--- src/rtl/core/two_link_leg_inverse_kinematics_defines.svh ---
// Assertion macros shared by the two-link leg IK RTL.
// No dependencies; included by files that carry assertions.
`ifndef TWO_LINK_LEG_INVERSE_KINEMATICS_DEFINES_SVH
`define TWO_LINK_LEG_INVERSE_KINEMATICS_DEFINES_SVH

// Same-cycle implication, disabled during reset
`define TLIK_ASSERT_IMP(lbl, clk, rst_n, ante, cons) \
    lbl: assert property (@(posedge clk) disable iff (!rst_n) (ante) |-> (cons)) \
        else $error("tlik assertion failed");

// Next-cycle implication, disabled during reset
`define TLIK_ASSERT_NXT(lbl, clk, rst_n, ante, cons) \
    lbl: assert property (@(posedge clk) disable iff (!rst_n) (ante) |=> (cons)) \
        else $error("tlik assertion failed");

`endif

--- src/rtl/core/tlik_pkg.sv ---
// Package for the two-link leg IK block: widths, angle constants, arctan table.
// No dependencies.
`default_nettype none
package tlik_pkg;

    localparam int LEN_W        = 14;
    localparam int POS_W        = 15;
    localparam int ANG_OUT_W    = 16;
    localparam int NUM_W        = 31;   // law-of-cosines numerators
    localparam int H_W          = 60;   // radicand
    localparam int SQRT_BITS    = 30;   // root bits, one per stage
    localparam int CW           = 50;   // CORDIC datapath
    localparam int AW           = 24;   // internal angle, 2^-14 degree
    localparam int SUM_W        = 26;
    localparam int CORDIC_STEPS = 16;
    localparam int ATAN_LEN     = 24;
    localparam int CORDIC_N     = (CORDIC_STEPS > ATAN_LEN) ? ATAN_LEN : CORDIC_STEPS;
    localparam int CORDIC_LAT   = CORDIC_N + 1;
    localparam int FRONT_LAT    = 5;

    localparam logic signed [AW-1:0] ANG_DEG90  = 24'sd1474560;
    localparam logic signed [AW-1:0] ANG_DEG180 = 24'sd2949120;

    localparam logic [LEN_W-1:0] LEN_RESET = 14'd1280;

    typedef enum logic {
        REG_THIGH = 1'b0,
        REG_SHIN  = 1'b1
    } t_reg_idx;

    // side data that travels next to the square root
    typedef struct packed {
        logic                    bad;
        logic signed [POS_W-1:0] x;
        logic signed [POS_W-1:0] z;
        logic signed [NUM_W-1:0] a1;
        logic signed [NUM_W-1:0] a2;
        logic signed [NUM_W-1:0] a3;
    } t_side;

    // atan(2^-i) in 2^-14 degree, rounded
    function automatic logic signed [AW-1:0] atan_tab(input int i);
        logic signed [AW-1:0] v;
        begin
            case (i)
                0: v = 24'sd737280;
                1: v = 24'sd435242;
                2: v = 24'sd229970;
                3: v = 24'sd116736;
                4: v = 24'sd58595;
                5: v = 24'sd29326;
                6: v = 24'sd14667;
                7: v = 24'sd7334;
                8: v = 24'sd3667;
                9: v = 24'sd1833;
                10: v = 24'sd917;
                11: v = 24'sd458;
                12: v = 24'sd229;
                13: v = 24'sd115;
                14: v = 24'sd57;
                15: v = 24'sd29;
                16: v = 24'sd14;
                17: v = 24'sd7;
                18: v = 24'sd4;
                19: v = 24'sd2;
                20: v = 24'sd1;
                default: v = '0;
            endcase
            return v;
        end
    endfunction

endpackage
`default_nettype wire

--- src/rtl/core/tlik_sqrt.sv ---
// Pipelined floor square root, one root bit per stage.
// Depends on tlik_pkg.
`default_nettype none
module tlik_sqrt
    import tlik_pkg::*;
(
    input  wire                  i_clk,
    input  wire                  i_rst_n,
    input  wire                  i_valid,
    input  wire  [H_W-1:0]       i_h,
    output logic                 o_valid,
    output logic [SQRT_BITS-1:0] o_root
);

    logic [SQRT_BITS-1:0] r_v;
    logic [H_W-1:0]       r_rem  [SQRT_BITS];
    logic [SQRT_BITS-1:0] r_root [SQRT_BITS];

    always_ff @(posedge i_clk) begin
        if (!i_rst_n) begin
            r_v <= '0;
        end else begin
            r_v <= {r_v[SQRT_BITS-2:0], i_valid};
        end
    end

    // stage j decides root bit k = SQRT_BITS-1-j
    for (genvar j = 0; j < SQRT_BITS; j++) begin : g_stage
        localparam int K = SQRT_BITS - 1 - j;
        logic [H_W-1:0]       w_rem;
        logic [SQRT_BITS-1:0] w_root;
        logic [61:0]          w_test;

        if (j == 0) begin : g_first
            assign w_rem  = i_h;
            assign w_root = '0;
        end else begin : g_rest
            assign w_rem  = r_rem[j-1];
            assign w_root = r_root[j-1];
        end

        // (r + 2^k)^2 - r^2 = r*2^(k+1) + 2^(2k)
        assign w_test = (62'(w_root) << (K + 1)) + (62'(1) << (2 * K));

        always_ff @(posedge i_clk) begin
            if ({2'b00, w_rem} >= w_test) begin
                r_rem[j]  <= H_W'({2'b00, w_rem} - w_test);
                r_root[j] <= w_root | (SQRT_BITS'(1) << K);
            end else begin
                r_rem[j]  <= w_rem;
                r_root[j] <= w_root;
            end
        end
    end

    assign o_valid = r_v[SQRT_BITS-1];
    assign o_root  = r_root[SQRT_BITS-1];

endmodule
`default_nettype wire

--- config.mk ---
export PLATFORM = sky130hd
export DESIGN_NAME = tlik_sqrt
export DESIGN_NICKNAME = d
export VERILOG_FILES = /design/src/rtl/core/two_link_leg_inverse_kinematics_defines.svh /design/src/rtl/core/tlik_pkg.sv /design/src/rtl/core/tlik_sqrt.sv
export SDC_FILE = /design/constraint.sdc
export NUM_CORES = 2
export LEC_CHECK = 0
export ABC_AREA = 1
export BUFFER_PORTS_ARGS = -buffer_cell sky130_fd_sc_hd__buf_2
export CELL_PAD_IN_SITES_DETAIL_PLACEMENT = 1
export CELL_PAD_IN_SITES_GLOBAL_PLACEMENT = 1
export CORE_AREA = 2 2 395 691
export DETAILED_ROUTE_END_ITERATION = 7
export DIE_AREA = 0 0 397 693
export HOLD_SLACK_MARGIN = 0.12
export PLACE_DENSITY = 0.71
export SETUP_SLACK_MARGIN = 0.3
export SKIP_CTS_REPAIR_TIMING = 1
export SYNTH_ARGS = -nofsm -noshare
export SYNTH_HDL_FRONTEND = slang
export SYNTH_SLANG_ARGS = --single-unit
export TNS_END_PERCENT = 1
--- constraint.sdc ---
create_clock -name i_clk -period 2 [get_ports i_clk]
set_clock_uncertainty 0.2 [all_clocks]
set_input_delay 0.2 -clock i_clk [delete_from_list [all_inputs] [get_ports i_clk]]
set_output_delay 0.2 -clock i_clk [all_outputs]
set_load 0.05 [all_outputs]
==> impl_metrics.json <==
{
  "syn_area_per_cell_sq_um": 7.027,
  "io_buffer_count": 93,
  "grt_max_degree": 55,
  "cts_num_sinks": 2235,
  "drt-total-wl_um": 587700,
  "antenna_found_initial": 38,
  "numCtsBuffers": 218,
  "tightest_slew_ns": 1.619,
  "core-area_sq_um": 270000,
  "seqPwrFrac_pct": 30.8,
  "finish.utilization_pct": 56.66,
  "min_period_over_period_pct": 182.6,
  "overflow": 0,
  "p_leak_nw": 79.30,
  "first_pass_iters": 5,
  "synth_mux_area_share_pct": 0,
  "synth_top_area_cell": "dfxtp_1",
  "fin_nets": 19618,
  "power_frac_comb_pct": 48.1,
  "startpoint": "r_root[0][118]$_DFF_P_",
  "start_util_pct": 38.76,
  "synth_top_family_by_area": "simple AND/OR/NAND/NOR gates",
  "slowest_delay_ns": 0.68,
  "synthDistinctLibCells": 58,
  "max_slew_margin_pct": -9.092,
  "cp-start-kind": "register",
  "n_fill_cell": 34238,
  "die_w_um": 397,
  "synth_cells": 14895,
  "drc": 0,
  "row_count": 253,
  "layout_setup_ws_ns": -1.652,
  "ys_seq_area_share_pct": 42.75,
  "ant_nets": 0,
  "p_clk_share_pct": 21.1,
  "first_iter_violations": 5765,
  "path_cells": "inv_1 > ha_1 > buf_4 > a21oi_1 > o21ai_0 > nor2_1 > o21ai_0 > xnor2_1 > nand2_1 > inv_1",
  "fin_cells": 22823,
  "required_ns": 2.65,
  "synth_area_sq_um": 104700,
  "io_pins": 94,
  "track_usage_pct": 38.77,
  "vias": 119112,
  "hold_class": "reg2reg",
  "die_y_um": 693,
  "placedCellCount": 22277,
  "violations": "capacitance limit, slew limit, setup timing",
  "min-delay-start": "r_rem[0][558]$_DFF_P_",
  "timing.rr.start": "r_root[0][118]$_DFF_P_",
  "drive_gt1_share_pct": 27.29,
  "synth_seq_cells": 2235,
  "viasPerCell": 5.219,
  "vdd_drop_max_mv": 1.359,
  "area_delta_synth_final_pct": 46.17,
  "yosys.area_share.xor_xnor_pct": 3.565,
  "path_clk_slew_ns": 0.08,
  "rsz0062_at_grt": "yes",
  "clock_latency_ns": 1.05,
  "cts-root-buf": "clkbuf_16",
  "crit_type": "reg2reg",
  "synth_simple_gate_area_share_pct": 31.65,
  "synthAdderAreaFrac_pct": 5.893,
  "yosys_warnings": 0,
  "yosysMostFrequentCell": "nand2_1",
  "swShare_pct": 41.70,
  "cap_violations": 1,
  "postSynth.asyncResetShare_pct": 0,
  "cts_tree": "done",
  "wire_per_inst_um": 25.75,
  "synthTopCellsByCount": "nand2_1 (4613), inv_1 (2329), dfxtp_1 (2235)",
  "synth_edf_count": 0,
  "power.total_w": 0.2196,
  "power.switching_w": 0.09157,
  "hold_viol": 0,
  "r2r_slack_ns": -1.65,
  "die_area_sq_um": 275100,
  "setup_violations": 906,
  "yosys.area.top_type_share_pct": 42.75,
  "fmax_ghz": 0.2738,
  "synth_nets": 15451,
  "cellInternalPower_w": 0.1280,
  "p_per_area_nw_per_um2": 1435,
  "dp_hpwl_um": 448500,
  "gp_congestion": 1.022,
  "ys_top_cells_by_area": "dfxtp_1 (43%), nand2_1 (17%), inv_1 (8.4%), nor2_1 (6.0%), ha_1 (5.9%)",
  "arrival_ns": 4.30,
  "final_max_slew_viol_count": 2,
  "grt_first_pass_wirelength_um": 782600,
  "slowest_stage": "a21oi_1",
  "period_needed_ns": 3.652,
  "grt_pass1_vias": 127322,
  "ys_dominant_reg_cell": "dfxtp_1",
  "crit_fanout": 3,
  "status": "finished, violations left",
  "synth_compound_area_share_pct": 6.891,
  "cts_max_level": 4,
  "cts_buffer_depth": 4,
  "crit_path_end_kind": "register"
}
[state kept, by name, indices dropped and copies added (netlist names)]
signal	cells
r_v	30
r_rem	1740
r_root	465
[critical path: cells and delay by family (launching register included)]
| kind | cells | cell delay, ns |
|---|---|---|
| AND/OR/NAND/NOR | 2 | 0.48 |
| XOR/XNOR | 1 | 0.21 |
| AO/OA/AOI/OAI | 3 | 1.32 |
| adder cells (fa/ha/maj) | 1 | 0.35 |
| buffers and inverters | 3 | 0.58 |
| flip-flops | 1 | 0.38 |
[power groups by stage]
| stage | clock network [W] | logic, W | registers (W) |
|---|---|---|---|
| after global placement | 0 | 0.0964 | 0.0672 |
| after floorplan | 0 | 0.0425 | 0.0612 |
| final | 0.0463 | 0.106 | 0.0677 |
| after detailed placement | 0 | 0.0986 | 0.0674 |
| after CTS | 0.0460 | 0.100 | 0.0667 |
| after global routing | 0.0481 | 0.113 | 0.0677 |
[metal layers]
metal  up-vias  track usage [%]  wire length, um
met4        22            51.53            98370
met2      4413            75.09           303700
met3      3239            5.741            26030
li1      54988                -                -
met5         -                0              138
met1     56450            27.45           159500
[logic make-up (layout without fill, tap and decap cells)]
| group | after synthesis | after routing |
|---|---|---|
| flops | 2235 | 2235 |
| xor+xnor | 426 | 426 |
| fa+ha+maj | 493 | 493 |
| compound gates | 1322 | 1322 |
| other cells | 0 | 18 |
| buf+inv | 2466 | 6806 |
| simple gates | 7953 | 7953 |
[stage by stage]
step                hold slack, ns  setup TNS, ns  cell area [sq um]  setup WS, ns
floorplan                  0.02772         -16.64             106600      -0.05645
global placement            0.1176        -530.26             141500        -1.982
detailed placement          0.1191        -565.77             141500        -2.119
CTS                        -0.9568        -629.18             149200        -2.232
global route                0.1230        -634.91             153000        -1.568
finish                      0.1151        -568.33             153000        -1.652
[final cells by class]
class                           count  area (sq um)  share of cell area (%)
Tap cell                         3570          4467                   2.919
Antenna cell                       18         45.04                 0.02944
Clock inverter                    118          1668                   1.090
Sequential cell                  2235         44870                   29.33
Inverter                         2345          8832                   5.773
Timing Repair Buffer             4068         32780                   21.42
Multi-Input combinational cell  10194         54330                   35.51
Clock buffer                      275          6013                   3.930
[final timing paths]
| kind | end | depth (start not counted) |
|---|---|---|
| setup / recovery | r_rem[0][297]$_DFF_P_ | 10 |
| hold / removal | r_rem[0][618]$_DFF_P_ | 0 |
| setup reg to reg | r_rem[0][297]$_DFF_P_ | 10 |
| hold reg to reg | r_rem[0][618]$_DFF_P_ | 0 |
[layout by cell type, fill, tap and decap left out, types with 223 or more instances in the layout]
cell	n
ha_1	319
nor2_1	1547
a21oi_1	512
dfxtp_1	2153
nand2_1	4496
nand3_1	746
inv_1	2313
o21ai_0	385
buf_4	3663
nand4_1	285
clkbuf_16	223
Note: power is estimated with default switching activity, not from simulation.
